## src/rtl/core/rfl_pkg.sv

```systemverilog
// ----------------------------------------------------------------------------
// rfl_pkg: shared types and constants for the ring free-list ID allocator
// Default pool size, ID width, command codes and the slot memory control word.
// ----------------------------------------------------------------------------
package rfl_pkg;

	// default number of IDs in the pool
	localparam int unsigned CAPACITY_DEF = 255;

	// width of an ID and of the output count
	localparam int unsigned ID_W = 8;

	// request codes
	typedef enum logic [0:0] {
		CMD_ALLOC   = 1'b0,
		CMD_RELEASE = 1'b1
	} cmd_t;

	// slot memory strobes
	typedef struct packed {
		logic we;
		logic re;
	} ram_ctl_t;

endpackage

```

## src/rtl/core/rfl_slot_ram.sv

```systemverilog
// ----------------------------------------------------------------------------
// rfl_slot_ram: single-port slot memory of the ID ring
// One write and one registered read per cycle at a shared address; a read
// and write at the same address in one cycle returns the old contents.
// ----------------------------------------------------------------------------
module rfl_slot_ram #(
	parameter int unsigned DEPTH = rfl_pkg::CAPACITY_DEF + 1,
	parameter int unsigned AW    = $clog2(DEPTH)
) (
	input  logic                      clk,
	input  rfl_pkg::ram_ctl_t         ctl,
	input  logic [AW-1:0]             addr,
	input  logic [rfl_pkg::ID_W-1:0]  wdata,
	output logic [rfl_pkg::ID_W-1:0]  rdata
);

	logic [rfl_pkg::ID_W-1:0] mem [DEPTH];
	logic [rfl_pkg::ID_W-1:0] rd_q;

	// write port
	always_ff @(posedge clk) begin
		if (ctl.we) begin
			mem[addr] <= wdata;
		end
	end

	// registered read, held while not enabled
	always_ff @(posedge clk) begin
		if (ctl.re) begin
			rd_q <= mem[addr];
		end
	end

	assign rdata = rd_q;

endmodule

```

## src/rtl/core/rfl_ctrl.sv

```systemverilog
// ----------------------------------------------------------------------------
// rfl_ctrl: ring positions, free count and result register
// Runs the post-reset fill sweep, serves one request per accepted word and
// holds the result until the output side takes it.
// ----------------------------------------------------------------------------
module rfl_ctrl #(
	parameter int unsigned CAPACITY = rfl_pkg::CAPACITY_DEF,
	parameter int unsigned AW       = $clog2(CAPACITY + 1)
) (
	input  logic                      clk,
	input  logic                      arst_n,
	input  logic                      in_valid,
	output logic                      in_stall,
	input  logic                      command,
	input  logic [rfl_pkg::ID_W-1:0]  release_id,
	output logic                      out_valid,
	input  logic                      out_stall,
	output logic                      accepted,
	output logic                      grant,
	output logic [rfl_pkg::ID_W-1:0]  free_count,
	output rfl_pkg::ram_ctl_t         ram_ctl,
	output logic [AW-1:0]             ram_addr,
	output logic [rfl_pkg::ID_W-1:0]  ram_wdata
);

	localparam logic [AW-1:0] LAST = AW'(CAPACITY);

	logic          init_q;
	logic [AW-1:0] init_idx_q;
	logic [AW-1:0] fetch_q;
	logic [AW-1:0] return_q;
	logic [AW-1:0] count_q;
	logic          out_valid_q;
	logic          ok_q;
	logic          grant_q;

	logic          acc;
	logic          is_rel;
	logic          alloc_ok;
	logic          rel_ok;
	logic [AW-1:0] fetch_nxt;
	logic [AW-1:0] return_nxt;
	logic [AW+rfl_pkg::ID_W-1:0] idx_ext;
	logic [AW+rfl_pkg::ID_W-1:0] cnt_ext;

	// handshake
	assign in_stall = init_q || (out_valid_q && out_stall);
	assign acc      = in_valid && !in_stall;
	assign is_rel   = (rfl_pkg::cmd_t'(command) == rfl_pkg::CMD_RELEASE);

	// pool status and ring advance
	assign alloc_ok   = (count_q != '0);
	assign rel_ok     = (count_q != LAST);
	assign fetch_nxt  = (fetch_q == LAST) ? '0 : fetch_q + 1'b1;
	assign return_nxt = (return_q == LAST) ? '0 : return_q + 1'b1;

	// zero-extend before taking the low ID bits
	assign idx_ext = {{rfl_pkg::ID_W{1'b0}}, init_idx_q};
	assign cnt_ext = {{rfl_pkg::ID_W{1'b0}}, count_q};

	// slot memory access
	always_comb begin
		ram_ctl   = '0;
		ram_addr  = fetch_q;
		ram_wdata = '0;
		if (init_q) begin
			ram_ctl.we = 1'b1;
			ram_addr   = init_idx_q;
			ram_wdata  = idx_ext[rfl_pkg::ID_W-1:0];
		end else if (acc) begin
			if (is_rel) begin
				ram_ctl.we = rel_ok;
				ram_addr   = return_q;
				ram_wdata  = release_id;
			end else begin
				// read the ID and clear the slot in one access
				ram_ctl.we = alloc_ok;
				ram_ctl.re = alloc_ok;
			end
		end
	end

	// fill sweep after reset: slot k gets k
	always_ff @(posedge clk or negedge arst_n) begin
		if (!arst_n) begin
			init_q     <= 1'b1;
			init_idx_q <= '0;
		end else if (init_q) begin
			init_idx_q <= init_idx_q + 1'b1;
			if (init_idx_q == LAST) begin
				init_q <= 1'b0;
			end
		end
	end

	// ring state
	always_ff @(posedge clk or negedge arst_n) begin
		if (!arst_n) begin
			fetch_q  <= (LAST == '0) ? '0 : AW'(1);
			return_q <= '0;
			count_q  <= LAST;
		end else if (acc) begin
			if (is_rel) begin
				if (rel_ok) begin
					return_q <= return_nxt;
					count_q  <= count_q + 1'b1;
				end
			end else if (alloc_ok) begin
				fetch_q <= fetch_nxt;
				count_q <= count_q - 1'b1;
			end
		end
	end

	// result register
	always_ff @(posedge clk or negedge arst_n) begin
		if (!arst_n) begin
			out_valid_q <= 1'b0;
			ok_q        <= 1'b0;
			grant_q     <= 1'b0;
		end else if (acc) begin
			out_valid_q <= 1'b1;
			ok_q        <= is_rel ? rel_ok : alloc_ok;
			grant_q     <= !is_rel && alloc_ok;
		end else if (!out_stall) begin
			out_valid_q <= 1'b0;
		end
	end

	assign out_valid  = out_valid_q;
	assign accepted   = ok_q;
	assign grant      = grant_q;
	// count only moves on an accepted word, so it matches the held result
	assign free_count = cnt_ext[rfl_pkg::ID_W-1:0];

endmodule

```

## src/rtl/core/ring_free_list_id_allocator_unit.sv

```systemverilog
// ----------------------------------------------------------------------------
// ring_free_list_id_allocator_unit: circular free-list ID allocator
// Hands out and takes back IDs from a ring of CAPACITY+1 slots.
// ----------------------------------------------------------------------------
// Each request word (allocate or release) gets a registered result, which
// appears on the output in the cycle after the word is accepted, and a
// new word can be accepted every cycle while the output is being taken. The
// rate is set by the single-port slot memory, which sees one access per
// request (allocate reads the ID and clears its slot in the same access).
// After reset the block fills the slot memory with its start contents,
// one slot per cycle, holding in_stall high until the sweep is done.
module ring_free_list_id_allocator_unit #(
	parameter int unsigned CAPACITY = rfl_pkg::CAPACITY_DEF
) (
	input  logic                      clk,
	input  logic                      arst_n,
	input  logic                      in_valid,
	output logic                      in_stall,
	input  logic                      command,
	input  logic [rfl_pkg::ID_W-1:0]  release_id,
	output logic                      out_valid,
	input  logic                      out_stall,
	output logic [rfl_pkg::ID_W-1:0]  granted_id,
	output logic                      accepted,
	output logic [rfl_pkg::ID_W-1:0]  free_count
);

	localparam int unsigned DEPTH = CAPACITY + 1;
	localparam int unsigned AW    = $clog2(DEPTH);

	rfl_pkg::ram_ctl_t        ram_ctl;
	logic [AW-1:0]            ram_addr;
	logic [rfl_pkg::ID_W-1:0] ram_wdata;
	logic [rfl_pkg::ID_W-1:0] ram_rdata;
	logic                     grant;

	// control and result register
	rfl_ctrl #(
		.CAPACITY (CAPACITY),
		.AW       (AW)
	) u_ctrl (
		.clk        (clk),
		.arst_n     (arst_n),
		.in_valid   (in_valid),
		.in_stall   (in_stall),
		.command    (command),
		.release_id (release_id),
		.out_valid  (out_valid),
		.out_stall  (out_stall),
		.accepted   (accepted),
		.grant      (grant),
		.free_count (free_count),
		.ram_ctl    (ram_ctl),
		.ram_addr   (ram_addr),
		.ram_wdata  (ram_wdata)
	);

	// slot ring
	rfl_slot_ram #(
		.DEPTH (DEPTH),
		.AW    (AW)
	) u_ram (
		.clk   (clk),
		.ctl   (ram_ctl),
		.addr  (ram_addr),
		.wdata (ram_wdata),
		.rdata (ram_rdata)
	);

	// released and failed words report no ID
	assign granted_id = grant ? ram_rdata : '0;

endmodule

```

## config.mk

```make
export PLATFORM = sky130hd
export DESIGN_NAME = ring_free_list_id_allocator_unit
export DESIGN_NICKNAME = d
export VERILOG_FILES = /design/src/rtl/core/rfl_pkg.sv /design/src/rtl/core/rfl_slot_ram.sv /design/src/rtl/core/rfl_ctrl.sv /design/src/rtl/core/ring_free_list_id_allocator_unit.sv
export SDC_FILE = /design/constraint.sdc
export NUM_CORES = 2
export LEC_CHECK = 0
export BUFFER_PORTS_ARGS = -buffer_cell sky130_fd_sc_hd__buf_2
export CORE_MARGIN = 1.5
export CORE_UTILIZATION = 59
export CTS_BUF_LIST = sky130_fd_sc_hd__clkbuf_8
export DETAILED_ROUTE_END_ITERATION = 8
export PLACE_DENSITY = 0.82
export SYNTH_ARGS = -nofsm -noshare
export SYNTH_HDL_FRONTEND = slang
export SYNTH_SLANG_ARGS = --single-unit
```

## constraint.sdc

```tcl
create_clock -name clk -period 12.3 [get_ports clk]
set_input_delay 1.23 -clock clk [delete_from_list [all_inputs] [get_ports clk]]
set_output_delay 1.23 -clock clk [all_outputs]
set_load 0.01 [all_outputs]
```

# Word level (Yosys, flattened, before mapping)
# Memories as Yosys holds them, arrays and structs flattened. A register that Yosys moved wholly into a read port is not among the register bits.
# Index checks and enable logic that the tools add are counted.
dict set report word_totals {
  regBits 36
  mem_bits_rw 2048
  in_bits 13
  out_inout_bits 19
  word_cells 55
  memories 1
}
# memory words word_bits read_ports rd_ports_with_merged_regs wr line_no
set memory_table {}
lappend memory_table {u_ram.mem 256 8 1 1 1 rfl_slot_ram.sv:17} ;# logic [rfl_pkg::ID_W-1:0] mem [DEPTH];
dict set report classes {
  add_sub_neg 5
  eq_ne 6
  muxes 23
  n_bitwise 1
  n_reduce_logical 11
}
# cell n
set op_table {}
lappend op_table {{8-bit 2-to-1 mux} 12}
lappend op_table {{8-bit by 1-bit adder with 8-bit output (second input constant)} 4}
lappend op_table {{8-bit equality test (second input constant)} 3}
lappend op_table {{1-bit 2-to-1 mux} 10}
lappend op_table {{3-bit AND reduction} 3}
lappend op_table {{8-bit != test (second input constant)} 1}
lappend op_table {{8-bit nonzero test} 1}
lappend op_table {{8-bit by 1-bit subtractor with 8-bit output (second input constant)} 1}
lappend op_table {{2-bit by 1-bit != test with 1-bit output (second input constant)} 2}
lappend op_table {{1-bit logical AND} 3}
lappend op_table {{1-bit zero test} 2}
lappend op_table {{2-bit 2-to-1 mux} 1}
lappend op_table {{2-bit nonzero test} 1}
lappend op_table {{1-bit logical OR} 1}
lappend op_table {{1-bit NOT} 1}

# Logic depth before layout (Yosys ltp)
dict set report logic_depth {
  word_depth 8
  mapped_depth 14
  mapped_depth_nobuf 11
}

# Cells and area by module
# From an unflattened synthesis, not the netlist that was laid out.
dict set report unflattened {
  cells_unflattened 3779
  hier_area_um2 80753.7
}
# module n_inst cells_each area_per_inst_um2 seq_area_each_um2
set modules_own_cells {}
lappend modules_own_cells {rfl_slot_ram 1 3547 78572.9 61739.2}
lappend modules_own_cells {rfl_ctrl 1 224 2130.8 913.4}
lappend modules_own_cells {ring_free_list_id_allocator_unit 1 8 50.0 0.0}

# Worst setup path before layout
# Ideal clock, no wire load.
dict set report synth_timing {
  path_type {input-to-reg}
  start {input out_stall}
  end {memory u_ram.mem[0][1] (netlist bit) (data pin)}
  setup_ps 2187
  t_arrival_ps 11963
  t_required_ps 10113
  slack_ps -1850
  stages 5
  n_path_buf 1
  cell_sequence {and2_1 buf_2 nor2_1 nand2_1 o21ai_0}
}
dict set report synth_via {
  elab_chain_len 6
}
# item line_no
set synth_rtl {}
lappend synth_rtl {{from (decl)} ring_free_list_id_allocator_unit.sv:22} ;# input logic out_stall,
lappend synth_rtl {{1-bit logical AND} rfl_ctrl.sv:47} ;# assign in_stall = init_q || (out_valid_q && out_stall);
lappend synth_rtl {{1-bit logical OR} rfl_ctrl.sv:47}
lappend synth_rtl {{1-bit zero test} rfl_ctrl.sv:48} ;# assign acc = in_valid && !in_stall;
lappend synth_rtl {{1-bit logical AND} rfl_ctrl.sv:48}
lappend synth_rtl {{8-bit 2-to-1 mux} rfl_ctrl.sv:70} ;# end else if (acc) begin
lappend synth_rtl {{8-bit 2-to-1 mux} rfl_ctrl.sv:66} ;# if (init_q) begin
lappend synth_rtl {{net ram_wdata, one bit} ring_free_list_id_allocator_unit.sv:33} ;# logic [rfl_pkg::ID_W-1:0] ram_wdata;
lappend synth_rtl {{to (decl)} rfl_slot_ram.sv:17}
# The timed path passes the listed nets, and every way through them passes these cells.

# Worst setup path in the final report
dict set report layout_timing {
  start {register u_ctrl.init_q}
  end {register u_ram.rd_q, in the netlist u_ram.rdata[5] (read register of u_ram.mem) (data pin)}
}
dict set report layout_via {
  elab_chain_len 5
  word_cells_on_any_way 7
  cone_classes {4 x mux; 3 x reduce/logical}
}
# item line_no
set layout_rtl {}
lappend layout_rtl {{from (decl)} rfl_ctrl.sv:28} ;# logic init_q;
lappend layout_rtl {{from (signal assigned)} rfl_ctrl.sv:86} ;# init_q <= 1'b1;
lappend layout_rtl {{from (signal assigned)} rfl_ctrl.sv:91} ;# init_q <= 1'b0;
lappend layout_rtl {{1-bit logical OR} rfl_ctrl.sv:47}
lappend layout_rtl {{1-bit zero test} rfl_ctrl.sv:48}
lappend layout_rtl {{1-bit logical AND} rfl_ctrl.sv:48}
lappend layout_rtl {{8-bit 2-to-1 mux / 2-bit 2-to-1 mux (equally long branches)} rfl_ctrl.sv:70}
lappend layout_rtl {{8-bit 2-to-1 mux / 1-bit 2-to-1 mux (equally long branches)} rfl_ctrl.sv:66}
lappend layout_rtl {{to (decl)} rfl_slot_ram.sv:18} ;# logic [rfl_pkg::ID_W-1:0] rd_q;
# Several ways; a longest one is shown, not always the timed one.
# A chain may end at the register's enable or synchronous reset.

==> results.rst <==
.. list-table::
   :header-rows: 1

   * - Metric
     - Value
   * - Number of detailed-routing iterations run before antenna repair
     - 9
   * - Worst supply voltage drop on vdd
     - 0.225 mV
   * - Final hold vios
     - 0
   * - Synthesized netlist cell count
     - 3974
   * - Most used DFF post-synth
     - sky130_fd_sc_hd__edfxtp_1
   * - ANT nets after route
     - 0
   * - Post-CTS Resized
     - 0
   * - Tot Pwr
     - 17.3 mW
   * - Number of enable-type register cells in the synthesized netlist
     - 2056
   * - Final routed wire length divided by cell count
     - 30.8 um
   * - Vert. Die Dim
     - 374 um
   * - Type of destination of the critical path
     - flop
   * - Number of unique standard cell types used by synthesis
     - 54
   * - Wire length of the first global-routing pass
     - 276000 um
   * - P_leak
     - 28.3 nW
   * - Layout fillers
     - 8184
   * - Placed Area
     - 0.0832 mm^2
   * - Min-Delay Path Class
     - primary input to asynchronous set/reset pin
   * - Share of post-route cells with drive strength above 1
     - 22.1%
   * - Headroom to the max-slew limit
     - 7.05%
   * - Total of max-cap violations
     - 0
   * - Number of antenna violations at the first check in global routing
     - 9
   * - Pin count of the biggest net entering global routing
     - 154
   * - Crit path setup slack, layout
     - 5720 ps
   * - Residual DRC count
     - 7
   * - First-iteration detailed-routing DRC count
     - 6517
   * - Highest attainable clock frequency
     - 152 MHz
   * - Number of register bits inferred by synthesis
     - 2092
   * - Kind of start point of the critical path
     - flop
   * - Actual slew at the worst max-slew pin
     - 1380 ps
   * - Sink Count
     - 2092
   * - Overall track demand over capacity in global routing
     - 27.2%
   * - Via count of the first global-routing pass
     - 41915
   * - Filler-free cell count of the finished design
     - 6170
   * - Required @ worst endpoint
     - 13060 ps
   * - Count of pins over their slew limit
     - 0
   * - Tightest hold margin
     - 310 ps
   * - Mean post-synth cell area
     - 20.4 um^2
   * - Areal power density over the cells
     - 195 mW/mm^2
   * - Cell area after synthesis
     - 0.0810 mm^2
   * - Wirelength, routed
     - 190000 um
   * - H-Tree Depth
     - 5
   * - Hold buffer count at CTS
     - 0
   * - Clock-pin slew on the worst setup and hold paths
     - 70 ps
   * - Clk Tree Root Cell
     - sky130_fd_sc_hd__clkbuf_8
   * - CTS tree
     - built
   * - Total grt overflow
     - 0
   * - Synthesized net count
     - 3997
   * - Half-perimeter wire length of the detailed placement result
     - 111000 um
   * - Data arrival time at the worst-slack endpoint
     - 7340 ps
   * - Synthesis Warnings
     - 0
   * - WP buf/inv
     - 3
   * - Detailed-route via count
     - 42238
   * - Leading post-synthesis cells by instance count
     - sky130_fd_sc_hd__edfxtp_1, sky130_fd_sc_hd__mux4_2, sky130_fd_sc_hd__nor2_1
   * - Fin area
     - 0.0886 mm^2
   * - Tcrit/Tclk final
     - 53.5%
   * - Total Negative Setup Slacks
     - 0 ps
   * - Worst-Skew Late Latency
     - 1020 ps
   * - Placer Congestion
     - 0.882
   * - Critical Path Fanout Max
     - 77
   * - Count of buffers inserted at the top-level ports
     - 31
   * - Min Clock Period, post-route
     - 6580 ps
   * - Horiz. Die Dim
     - 374 um
   * - Clock Tree Buf Depth
     - 4
   * - Setup repair after global routing missed its margin
     - no
   * - Dominant delay contributor by cell family on the critical path
     - simple AND/OR/NAND/NOR gates
   * - Post-placement cell count
     - 5630
   * - Overall die area
     - 0.140 mm^2
   * - Result of the run
     - complete, but fails checks
   * - Dominant cell type by area after synthesis
     - sky130_fd_sc_hd__edfxtp_1
   * - # IOs
     - 32
   * - Crit-path slowest cell
     - sky130_fd_sc_hd__dfstp_2
   * - Failing checks
     - DRC
   * - Most area-consuming cells after synthesis
     - sky130_fd_sc_hd__edfxtp_1, sky130_fd_sc_hd__mux4_2, sky130_fd_sc_hd__a22oi_1
   * - Number of buffers inserted during clock tree synthesis
     - 319
   * - Most common cell in the netlist
     - sky130_fd_sc_hd__edfxtp_1
   * - Multi-input gate area
     - 0.0174 mm^2
   * - Via density per instance
     - 6.85
   * - FF+latch area
     - 0.0627 mm^2
   * - CP Cell Sequence
     - inv_1 -> nor2_1 -> or3_4 -> buf_12 -> buf_12 -> mux4_2 -> a22oi_1 -> nand4_1 -> nor2_1 -> nor4_1 -> or4_1
   * - Final core utilization
     - 65.3%
   * - Setup violators final
     - 0
   * - Post-CTS Setup Inserts
     - 0
   * - Final Skew
     - 80.6 ps
   * - Initial Utilization
     - 59.6%
   * - Worst setup path class
     - flop to flop
   * - Row cnt
     - 135
   * - Register area share after synthesis
     - 77.3%
   * - Maximum single-stage delay on the critical path
     - 1130 ps
   * - Setup slack after placement
     - 5580 ps
   * - Synth top area share
     - 76.2%
   * - Area of the placeable core
     - 0.136 mm^2
   * - Net total in the final layout
     - 4193
   * - FFs w/ async S/R, synth
     - 1.72%
   * - P&R area growth vs syn
     - 9.41%
per-layer routing:
layer	vias up	routed length (um)	global-route usage (%)
li1	16918	-	-
met1	21566	67500	36.9
met2	3222	90600	41.7
met3	524	23400	7.56
met4	8	8660	12.4
met5	-	54	0
report_power, final:
group          switching, mW  internal [mW]  leakage, nW
clock                   2.53           2.53         3.13
combinational           2.48           1.80         5.73
sequential            0.0654           7.89         19.4
final timing paths:
check                           depth (start not counted)             from  slack (ps)                 end
worst max-delay path                                   11    u_ctrl.init_q        5720      u_ram.rdata[5]
worst min-delay path                                    1           arst_n         310  u_ctrl.return_q[0]
worst max register to register                         11    u_ctrl.init_q        5720      u_ram.rdata[5]
worst min register to register                          2  u_ctrl.accepted         490     u_ctrl.accepted
max in group asynchronous                               1           arst_n       11450   u_ctrl.fetch_q[7]
min in group clk                                        2  u_ctrl.accepted         490     u_ctrl.accepted
flip-flops by register name, indices dropped and copies added (netlist names):
signal and count:
u_ctrl.out_valid 1, u_ctrl.init_idx_q 8, u_ctrl.fetch_q 8, u_ctrl.init_q 1, u_ctrl.free_count 8, u_ram.mem 2048, u_ctrl.grant 1, u_ctrl.return_q 8
u_ram.rdata 8, u_ctrl.accepted 1
cells in the final DEF, fill, tap and decap left out, types with 10 or more instances in the layout:
| cell | n |
|---|---|
| sky130_fd_sc_hd__and2_1 | 12 |
| sky130_fd_sc_hd__a22oi_1 | 169 |
| sky130_fd_sc_hd__a22o_1 | 47 |
| sky130_fd_sc_hd__nor4_1 | 12 |
| sky130_fd_sc_hd__o21ai_0 | 15 |
| sky130_fd_sc_hd__edfxtp_1 | 2056 |
| sky130_fd_sc_hd__a31oi_1 | 22 |
| sky130_fd_sc_hd__clkinv_2 | 26 |
| sky130_fd_sc_hd__a211oi_1 | 10 |
| sky130_fd_sc_hd__nand2_1 | 167 |
| sky130_fd_sc_hd__a221oi_1 | 42 |
| sky130_fd_sc_hd__buf_2 | 31 |
| sky130_fd_sc_hd__nand4_1 | 40 |
| sky130_fd_sc_hd__nand3_1 | 19 |
| sky130_fd_sc_hd__inv_1 | 101 |
| sky130_fd_sc_hd__clkbuf_8 | 326 |
| sky130_fd_sc_hd__dfrtp_1 | 26 |
| sky130_fd_sc_hd__nor2_1 | 313 |
| sky130_fd_sc_hd__mux4_2 | 444 |
| sky130_fd_sc_hd__a221o_1 | 25 |
| sky130_fd_sc_hd__clkinv_1 | 78 |
| sky130_fd_sc_hd__a21oi_1 | 95 |
| sky130_fd_sc_hd__dfstp_2 | 10 |
| sky130_fd_sc_hd__xnor2_1 | 20 |
| sky130_fd_sc_hd__mux2i_1 | 79 |
| sky130_fd_sc_hd__buf_4 | 76 |
cells by family after synthesis:
kind of cell / count (synthesis) / synth area share (%)
adder cells (fa/ha/maj): 10 / 0.164
flip-flops: 2092 / 77.3
buffers and inverters: 246 / 1.46
AO/OA/AOI/OAI: 472 / 4.24
AND/OR/NAND/NOR: 601 / 3.13
multiplexers: 528 / 13.4
XOR/XNOR: 25 / 0.270
area by class of cell:
class	count	share of cell area (%)
inverters	8	0.0339
clock inverters	212	1.10
multi-input cells	1636	19.6
repair buffers	113	0.954
diodes	2	0.00565
well taps	1781	2.51
clock buffers	326	5.06
flip-flops and latches	2092	70.7
(Power assumes the default switching activity.)
